`config.mk`:
```
export PLATFORM = sky130hd
export DESIGN_NAME = itvd_fmt_check
export DESIGN_NICKNAME = d
export VERILOG_FILES = /design/src/sv/itvd_pkg.sv /design/src/sv/itvd_fmt_check.sv
export SDC_FILE = /design/constraint.sdc
export NUM_CORES = 1
export LEC_CHECK = 0
export ABC_AREA = 1
export BUFFER_PORTS_ARGS = -buffer_cell sky130_fd_sc_hd__buf_2
export CAP_MARGIN = 10
export CORE_MARGIN = 2
export CORE_UTILIZATION = 51
export DETAILED_ROUTE_END_ITERATION = 7
export PLACE_DENSITY_LB_ADDON = 0.3
export SETUP_SLACK_MARGIN = 0.5
export SLEW_MARGIN = 20
export SYNTH_ARGS = -nofsm -noshare
export SYNTH_HDL_FRONTEND = slang
export SYNTH_SLANG_ARGS = --single-unit
export TNS_END_PERCENT = 50
```
`constraint.sdc`:
```
create_clock -name vclk -period 4.5
set_input_delay 0.675 -clock vclk [all_inputs]
set_output_delay 0.675 -clock vclk [all_outputs]
set_load 0.1 [all_outputs]
```
`src/sv/itvd_pkg.sv`:
```
// Shared types, character codes, status codes and field helpers for the timestamp checker.
package itvd_pkg;

  // Stored key: the first 25 characters of a valid line, zero past its length.
  localparam int KEY_BYTES = 25;
  typedef logic [KEY_BYTES-1:0][7:0] key_t;

  typedef logic [3:0] status_t;

  localparam status_t ST_NEW    = 4'd0;
  localparam status_t ST_DUP    = 4'd1;
  localparam status_t ST_BLANK  = 4'd2;
  localparam status_t ST_LENGTH = 4'd3;
  localparam status_t ST_STRUCT = 4'd4;
  localparam status_t ST_MONTH  = 4'd5;
  localparam status_t ST_DAY    = 4'd6;
  localparam status_t ST_HOUR   = 4'd7;
  localparam status_t ST_MINUTE = 4'd8;
  localparam status_t ST_SECOND = 4'd9;
  localparam status_t ST_ZONE   = 4'd10;
  localparam status_t ST_ZHOUR  = 4'd11;
  localparam status_t ST_ZMIN   = 4'd12;
  localparam status_t ST_FULL   = 4'd13;

  localparam logic [7:0] CH_DASH  = 8'h2D;
  localparam logic [7:0] CH_T     = 8'h54;
  localparam logic [7:0] CH_COLON = 8'h3A;
  localparam logic [7:0] CH_Z     = 8'h5A;
  localparam logic [7:0] CH_PLUS  = 8'h2B;
  localparam logic [7:0] CH_ZERO  = 8'h30;
  localparam logic [7:0] CH_NINE  = 8'h39;
  localparam logic [7:0] CH_SPACE = 8'h20;
  localparam logic [7:0] CH_TAB   = 8'h09;
  localparam logic [7:0] CH_CR    = 8'h0D;

  localparam int LEN_ZULU   = 20;
  localparam int LEN_OFFSET = 25;

  // Space, tab, LF, VT, FF and CR count as whitespace.
  function automatic logic is_blank(logic [7:0] c);
    return (c == CH_SPACE) || ((c >= CH_TAB) && (c <= CH_CR));
  endfunction

  function automatic logic is_digit(logic [7:0] c);
    return (c >= CH_ZERO) && (c <= CH_NINE);
  endfunction

  // Value of a two-character number under C atoi rules, range -9 to 99.
  function automatic logic signed [7:0] two_val(logic [7:0] a, logic [7:0] b);
    logic [7:0] da;
    logic [7:0] db;
    logic [7:0] v;
    da = a - CH_ZERO;
    db = b - CH_ZERO;
    v  = 8'd0;
    if (is_digit(a)) begin
      v = is_digit(b) ? 8'(da * 8'd10 + db) : da;
    end else if (is_blank(a) || (a == CH_PLUS)) begin
      v = is_digit(b) ? db : 8'd0;
    end else if (a == CH_DASH) begin
      v = is_digit(b) ? 8'(8'd0 - db) : 8'd0;
    end
    return $signed(v);
  endfunction

  function automatic logic out_of(logic [7:0] a, logic [7:0] b,
                                  logic signed [7:0] lo, logic signed [7:0] hi);
    logic signed [7:0] v;
    v = two_val(a, b);
    return (v < lo) || (v > hi);
  endfunction

endpackage

```
`src/sv/itvd_fmt_check.sv`:
```
// Field checker: validates a buffered line of 20 or 25 characters field by field.
module itvd_fmt_check (
  input  itvd_pkg::key_t    line_bytes,
  input  logic              is_zulu,
  output itvd_pkg::status_t status
);
  import itvd_pkg::*;

  // Fields are checked left to right; the first failure sets the status.
  always_comb begin
    if (line_bytes[4] != CH_DASH) begin
      status = ST_STRUCT;
    end else if (out_of(line_bytes[5], line_bytes[6], 8'sd1, 8'sd12)) begin
      status = ST_MONTH;
    end else if (line_bytes[7] != CH_DASH) begin
      status = ST_STRUCT;
    end else if (out_of(line_bytes[8], line_bytes[9], 8'sd1, 8'sd31)) begin
      status = ST_DAY;
    end else if (line_bytes[10] != CH_T) begin
      status = ST_STRUCT;
    end else if (out_of(line_bytes[11], line_bytes[12], 8'sd0, 8'sd23)) begin
      status = ST_HOUR;
    end else if (line_bytes[13] != CH_COLON) begin
      status = ST_STRUCT;
    end else if (out_of(line_bytes[14], line_bytes[15], 8'sd0, 8'sd59)) begin
      status = ST_MINUTE;
    end else if (line_bytes[16] != CH_COLON) begin
      status = ST_STRUCT;
    end else if (out_of(line_bytes[17], line_bytes[18], 8'sd0, 8'sd59)) begin
      status = ST_SECOND;
    end else if (is_zulu) begin
      status = (line_bytes[19] == CH_Z) ? ST_NEW : ST_ZONE;
    end else if ((line_bytes[19] != CH_PLUS) && (line_bytes[19] != CH_DASH)) begin
      status = ST_ZONE;
    end else if (out_of(line_bytes[20], line_bytes[21], 8'sd0, 8'sd23)) begin
      status = ST_ZHOUR;
    end else if (line_bytes[22] != CH_COLON) begin
      status = ST_STRUCT;
    end else if (out_of(line_bytes[23], line_bytes[24], 8'sd0, 8'sd59)) begin
      status = ST_ZMIN;
    end else begin
      status = ST_NEW;
    end
  end

endmodule

```
==> results of run 1 <==
==> path summary, 6_finish.rpt <==
check            start        end  slack [ns]  depth (start not counted)
min     line_bytes[80]  status[1]        1.79                          5
max    line_bytes[139]  status[1]        0.15                         24
==> power breakdown <==
part | internal, mW | switching (mW) | total [mW]
clock | 0.0000000894 | 0 | 0.0000000894
sequential | 0 | 0 | 0
combinational | 0.496 | 0.612 | 1.11
total | 0.496 | 0.612 | 1.11
==> layer usage <==
layer / vias up / global-route usage (%)
met5: - / 0
li1: 4551 / -
met3: 24 / 1.24
met1: 3773 / 30.9
met2: 251 / 46.1
met4: 0 / 4.28
==> layout by cell type, fill, tap and decap left out, drive strengths merged, types with 2 or more instances in the layout <==
cell      n
a21oi    77
clkinv    2
inv     220
or2      11
nand2   346
nand2b    2
buf     197
diode     3
nand3b   13
nand4    35
nor2    103
o21bai    3
xnor2    31
o211ai    7
a211oi    3
ha      144
a21o      9
xor2     23
fa       14
nand3   140
nor3     16
nor4      9
a31oi     2
a31o      2
o21ai    41
==> Yosys cell counts, drive strengths merged (2+ instances only) <==
library cell | n | area, µm²
fa | 14 | 280
xnor2 | 31 | 272
o211ai | 7 | 52.6
a21o | 9 | 67.6
o21bai | 3 | 22.5
xor2 | 23 | 216
a21oi | 77 | 419
inv | 221 | 832
nand3b | 13 | 101
nand2b | 2 | 12.5
a31o | 2 | 17.5
a211oi | 3 | 22.5
or2 | 11 | 71.3
nor4 | 9 | 56.3
nand4 | 35 | 225
ha | 144 | 1800
nor3 | 16 | 85.1
nor2 | 103 | 414
nand2 | 346 | 1330
a31oi | 2 | 12.5
nand3 | 140 | 726
clkinv | 2 | 7.51
o21ai | 41 | 216
==> layout make-up <==
| cell class | instances | area (µm²) | share of cell area (%) |
|---|---|---|---|
| antenna | 3 | 7.51 | 0.0819 |
| inverter | 223 | 848 | 9.25 |
| multi-input combinational | 1043 | 6940 | 75.7 |
| tap | 180 | 225 | 2.46 |
| timing repair buffer | 197 | 1150 | 12.5 |
==> through the flow <==
step                setup TNS [ns]  hold WS [ns]  instance area (µm²)
floorplan                        0          1.63                 7530
global placement          -0.00678          1.79                 8780
detailed placement          -0.226          1.80                 8780
CTS                              0          1.79                 9010
global route                -0.158          1.83                 9160
finish                           0          1.79                 9170
==> logic make-up after synthesis <==
kind of cell	count (synthesis)
AO/OA/AOI/OAI	153
XOR/XNOR	54
adder cells (fa/ha/maj)	158
buffers and inverters	223
AND/OR/NAND/NOR	678
==> what timing repair did <==
action                     4_1_cts  5_1_grt
setup endpoints to repair        4        4
cloned                           0        0
pin swaps                       36       28
buffers inserted                 6        5
gates resized for setup         37       28
==> results.md, run 1 <==
GRT:
- The overall routing resource usage is about a quarter.
- The number of antenna violations at the first check in global routing is 1.
- The overflow left after global routing is 0.
- The via count of the first global-routing pass is a little under 8k.
- Entering global routing, the biggest net connects 11 pins.
- The first-pass GRT wire length is about 32000 µm.

STA:
- Static timing analysis puts the maximum clock frequency at between 200 and 250 MHz.
- Setup repair after global routing could not meet its margin everywhere.
- The total count of hold-check failures in the final report is 0.
- The remaining max-slew budget at the tightest pin is a little under half.
- The worst path needs 4.35 ns of the cycle, external delays included.
- The final period utilization is a little over nine tenths.
- Setup violations remaining at the end of the flow were counted as 0.
- The final critical-path setup slack is around 0.15 ns.
- At the pin with the least slew margin, the transition time is 0.791 ns.
- The number of max-slew violations in the final report is 0.

Setup path:
- For the worst setup path, the data arrival time is approximately 3.7 ns.
- The maximum fanout count along the critical path is 4.
- The worst setup path is launched from an input pin.
- On the critical path, the stage with the largest delay is an instance of fa_2.
- The worst path buffer plus inverter count is 6.
- The signal on the critical path passes through buf_2 -> ha_4 -> ha_4 -> inv_2 -> fa_2 -> inv_2 -> ha_4 -> nand2_4 -> inv_2 -> nand4_1 -> nand3_1 -> nand2_1 -> nor2_1 -> nand3_1 -> nand2_1 -> inv_1 -> nor2_2 -> nand2_2 -> nor2_1 -> nand3_1 -> nand2_2 -> nand2_2 -> a21oi_4 -> buf_12.
- For this run, the slowest stage of the critical path takes approximately 0.56 ns.
- The category of cells accounting for the largest share of critical-path delay is adder cells.
- The nature of the critical path endpoint is a primary output.
- The path type of the worst setup path is input pin to primary output.
- The required time at the endpoint of the critical path is 3.83 ns.

Final layout:
- The fill cell total of the finished layout is approximately 1.3k.
- Registers take 0 µm².
- The post-route core utilization is about two thirds.
- Sequential cells placed in the final layout were counted as 0.
- The layout-stage area growth over the synthesis result is 24.5%.
- After the flow finishes, the layout carries non-filler instances totaling ~1.6k.
- The ratio of cells with drive above 1 in the final layout is between 20 and 25%.
- After layout, the clock buffer instance count stands at 0.
- The final-stage net count is between 1.5k and 2k.

Place:
- The count of buffers added on input and output ports is roughly 170.
- The total placed cells including tap cells is between 1.5k and 2k.
- The HPWL after detailed placement is 16800 µm.
- Routability-driven placement finished with a final weighted congestion of between 0.9 and 1.
- The pre-CTS worst setup slack is -0.147 ns.

Floorplan:
- The floorplan die area is 0.0154 mm².
- Measured along the y axis, the die boundary spans about 120 µm.
- For this design the top-level I/O count stands at approximately 210.
- For this configuration, the core starts out at a cell density of 52.6%.
- The number of rows in the core area is 43.
- In this run the horizontal extent of the chip is between 100 and 150 µm.
- The region available for standard cell placement spans 0.0140 mm².

Synth:
- The portion of netlist area occupied by mux cells is 0%.
- The main combinational cell family by area after synthesis is simple AND/OR/NAND/NOR gates.
- The synthesized-area fraction occupied by adder cells is around 28%.
- The cell area after synthesis is around 0.0074 mm².
- Synthesis produced a netlist with a net count of ~1.6k.
- The proportion of synthesized chip area in sequential cells is 0%.
- Each instance of the synthesized netlist takes up on average a little under 6 µm².
- The area fraction in and, or, nand and nor cells after synthesis is 41.4%.
- Synthesis produced a netlist whose cell count is approximately 1.3k.
- The synthesized netlist contains 52 unique library cells.
- Of the total synthesized cell area, the portion taken by XOR and XNOR cells is under 10%.
- The Yosys warning count is 0.
- The area fraction in compound gates after synthesis is ~12%.

Routing:
- The total length of routed wires is 19700 µm.
- For this block, wires on met1 add up to just under 9000 µm.
- The highest metal layer carrying signal wires in the routed design is met4.
- Wire segments on met3 add up to 1030 µm in the final route.
- After detailed routing, the number of remaining DRC violations is 0.
- For this block, the initial DRC count from the detailed router was 433.
- The number of vias per cell after detailed routing is ~5.2.
- Wire segments on met2 add up to slightly below 10000 µm in the final route.
- The total number of vias is around 8.6k.
- In this run the remaining antenna-violating nets after routing total 0.
- In the final routed layout, each cell accounts on average for 12.0 µm.
- The pre-antenna-repair detailed-routing pass consisted of 7 iterations.

Power and ir drop:
- Power spread over the standard cell area amounts to between 100 and 150 mW/mm².
- IR analysis of the VDD net gives a maximum drop of ~0.000094 V.
- The power after layout is about 1.1 mW.
- The leakage power is around 5.1 nW.

Status:
- The flow ran to the end, and the final reports show no timing, DRC or antenna violations.

CTS:
- The hold buffer count at cts is 0.

Flow run:
- The tool flagged a number of max-cap violations equal to 0.

Hold path:
- The tightest min-delay check is of the input pin to primary output type.
Note: power is estimated with default switching activity, not from simulation.
==> run 2: changes to the inputs <==
--- a/config.mk
+++ b/config.mk
@@ -7,3 +7,2 @@
 export LEC_CHECK = 0
-export ABC_AREA = 1
 export BUFFER_PORTS_ARGS = -buffer_cell sky130_fd_sc_hd__buf_2
==> constraint.sdc (replaced) <==
create_clock -name vclk -period 4.5
set_input_delay 0.9 -clock vclk [all_inputs]
set_output_delay 0.9 -clock vclk [all_outputs]
set_load 0.1 [all_outputs]
==> results.md, run 2 <==
Final layout:
- The post-route core utilization is roughly three quarters.
- The multi-input combinational cells in the finished layout cover a total of roughly 0.0066 mm².
- The fill cell total of the finished layout is 981.
- The layout-stage area growth over the synthesis result is 41.2%.
- The storage element area is 0 µm².
- The most frequent standard cell in the layout excluding fill and tap cells is buf_2.
- Sequential cells placed in the final layout were counted as 0.
- The final-stage net count is between 1.5k and 2k.
- The clock buffer count in the final layout is 0.
- In the layout the commonest cells are 163 x buf_2, 144 x buf_4, 127 x ha_1.
- The post-route netlist has between 30 and 40% of its cells at a drive strength greater than 1.

Synth:
- The number of instances in the synthesized netlist is 835.
- By count the netlist is led by 144 x ha_1, 73 x inv_1, 61 x nor2_1.
- The cell area after synthesis is ~0.0065 mm².
- The Yosys warning count is 0.
- After synthesis, the largest area contributor takes up around 28% of total cell area.
- The number of different library cells in the post-synthesis netlist is between 80 and 90.
- In the post-synthesis netlist, the cell with the most instances is ha_1.
- The proportion of synthesized chip area in sequential cells is 0%.
- Counting every net in the synthesized netlist gives around 1.2k.
- Ranked by total cell area, the synthesized netlist is headed by ha_1 28%, xnor2_1 6.7%, a21oi_1 4.5%.
- The leading area contributor after synthesis is ha_1.
- The average instance in the mapped netlist occupies 7.78 µm².

Floorplan:
- The area of the core region is 0.0125 mm².
- In this run the vertical extent of the chip is between 100 and 150 µm.
- Once the floorplan was initialized, standard cells occupied 51.9% of the core.
- The horizontal die dimension is between 100 and 150 µm.
- The total I/O pin count is about 210.
- The floorplan die area is between 0.01 and 0.015 mm².
- After floorplanning, the core was divided into 41 placement rows.

STA:
- In the finished design, the share of the clock period the worst path needs comes to 117%.
- Setup violations remaining at the end of the flow were counted as 4.
- The pin slew with the least headroom to its limit is roughly 0.92 ns.
- Timing would allow up to between 150 and 200 MHz.
- The remaining max-slew budget at the tightest pin is between 30% and 40%.
- The final critical-path setup slack is -0.756 ns.
- Setup repair after global routing could not meet its margin everywhere.
- The total count of hold-check failures in the final report came to 0.
- The routed design could run at a clock period as short as about 5.3 ns.
- The number of max-slew violations in the final report is 0.

Routing:
- The final route contains 7455 vias.
- For this run, design rule violations remaining after detail routing come to 0.
- The first detailed-routing pass ran for 5 iterations.
- The number of vias per cell after detailed routing is about 5.6.
- Wires add up to between 15000 and 20000 µm.
- Dividing the detail-routed wire length by the instance count gives roughly 14 µm.
- The number of nets with antenna violations after detailed routing is 0.
- The number of DRC markers in iteration 0 is between 300 and 400.

Setup path:
- At the worst endpoint, the required time is approximately 3.6 ns.
- The worst setup path is captured at a primary output.
- For this design, the slowest cell found on the critical path is fa_1.
- Among the stages of the critical path, the cell type that occurs most often is ha_4.
- The maximum fanout count along the critical path is 2.
- The data arrival time of the critical path is 4.36 ns.
- The path type of the worst setup path is input pin to primary output.
- The worst setup path is launched from an input pin.
- Traced cell by cell, the critical path runs through buf_6 -> ha_4 -> ha_4 -> inv_2 -> fa_1 -> inv_2 -> ha_4 -> o21ai_2 -> or4b_1 -> a31oi_1 -> a311o_1 -> a41oi_4 -> a2111oi_4 -> o21bai_1 -> a311oi_4 -> buf_12.
- In this design, the stage delay of the slowest critical-path cell is about 0.52 ns.

Power and ir drop:
- For this design the static power due to leakage is between 4 and 5 nW.
- The combinational group share of total power is 100.0%.
- Per report_power, the clock group accounts for 0% of the total.
- The power per standard cell area is roughly 130 mW/mm².
- Total power for the finished layout comes to 1.20 mW.
- Internal power comes to approximately 0.62 mW.
- The register share of total power is 0%.
- Net switching is 48.2% of the power.
- The largest voltage drop on the vdd net is 0.0000730 V.
- For this design the total switching power over the nets is 0.579 mW.

GRT:
- The maximum number of pins on one net before global-route repair is 10.
- The overall routing resource usage is 25.4%.
- The overflow left after global routing is 0.
- The via count of the first global-routing pass is slightly below 7k.
- The number of antenna violations at the first check in global routing is 1.
- The first-pass GRT wire length is ~30000 µm.

Place:
- The weighted congestion reported at the end of routability-driven placement is 0.931.
- During placement, the flow inserted port buffers numbering about 170.
- The HPWL after detailed placement is 15600 µm.

Hold path:
- The class of the tightest hold or removal check is input pin to primary output.
- The path with the worst hold slack has its endpoint at status[1].
- The worst hold path passes through 5 cells.
- The source of the worst hold timing path is line_bytes[60].

Status:
- The final reports fail on negative setup slack.
- The flow ran to the end, but the final reports show violations.

Flow run:
- The number of violations of the max-capacitance limit is 0.
run 2: cell count changes after synthesis, sizes merged, moves of 18 or more:
| cell | change |
|---|---|
| nand4 | -23 |
| inv | -148 |
| xnor2 | +20 |
| nand2 | -303 |
| a21oi | -18 |
| nor2 | -42 |
| nand3 | -119 |
run 2: area by class of cell:
class	instances	area share, %
Antenna cell	1	0.0273
Tap cell	172	2.35
Timing Repair Buffer	320	22.7
Multi-Input combinational cell	761	71.9
Inverter	73	3.01
run 2: worst max-delay path by stage:
stage | to | start | cells past startpoint | slack [ns]
2_1_floorplan | status[1] | line_bytes[137] | 15 | -0.99
3_3_place_gp | status[1] | line_bytes[137] | 17 | -0.88
3_5_place_dp | status[1] | line_bytes[137] | 17 | -0.90
4_1_cts | status[1] | line_bytes[116] | 15 | -0.78
5_1_grt | status[1] | line_bytes[115] | 16 | -0.87
6_report | status[1] | line_bytes[115] | 16 | -0.76
run 2: power groups by stage:
stage | logic (mW) | registers [mW] | clock network (mW)
3_3_place_gp | 1.08 | 0 | 0
2_1_floorplan | 0.706 | 0 | 0
3_5_place_dp | 1.11 | 0 | 0
4_1_cts | 1.14 | 0 | 0
6_report | 1.20 | 0 | 0.0000000297
5_1_grt | 1.34 | 0 | 0.0000000297
run 2: critical path: cells and delay by family:
family,cells,cell delay [ns]
compound gates,7,1.39
fa+ha+maj,4,1.17
simple gates,1,0.47
buf+inv,4,0.41
run 2: per-stage QoR:
step	instances	setup slack, ns	hold slack, ns	area, µm²	TNS (ns)
global placement	1315	-0.883	2.33	8750	-2.63
global route	1327	-0.866	2.37	9180	-3.27
CTS	1323	-0.778	2.34	8950	-2.64
detailed placement	1315	-0.905	2.33	8750	-2.72
finish	1327	-0.756	2.33	9180	-2.91
floorplan	835	-0.994	2.11	6590	-2.67
run 2: repair_timing:
item | in CTS | in global routing
gates resized for setup | 24 | 34
pin swaps | 17 | 11
hold buffers | 0 | 0
endpoints found under the setup margin | 4 | 4
buffers inserted | 8 | 3
run 2: cells by family after synthesis:
| family | Yosys count | synth area share (%) |
|---|---|---|
| AO/OA/AOI/OAI | 242 | 26.6 |
| XOR/XNOR | 80 | 12.0 |
| adder cells (fa/ha/maj) | 158 | 32.0 |
| buffers and inverters | 74 | 4.27 |
| multiplexers | 7 | 1.12 |
| AND/OR/NAND/NOR | 274 | 24.0 |
run 2: routing by layer:
layer / vias up / GRT usage [%] / share of wire (%)
met3: 38 / 1.70 / 4.4
met5: - / 0 / 0
met4: 0 / 5.57 / 2.3
met1: 3416 / 31.2 / 44
li1: 3783 / - / -
met2: 218 / 48.2 / 50
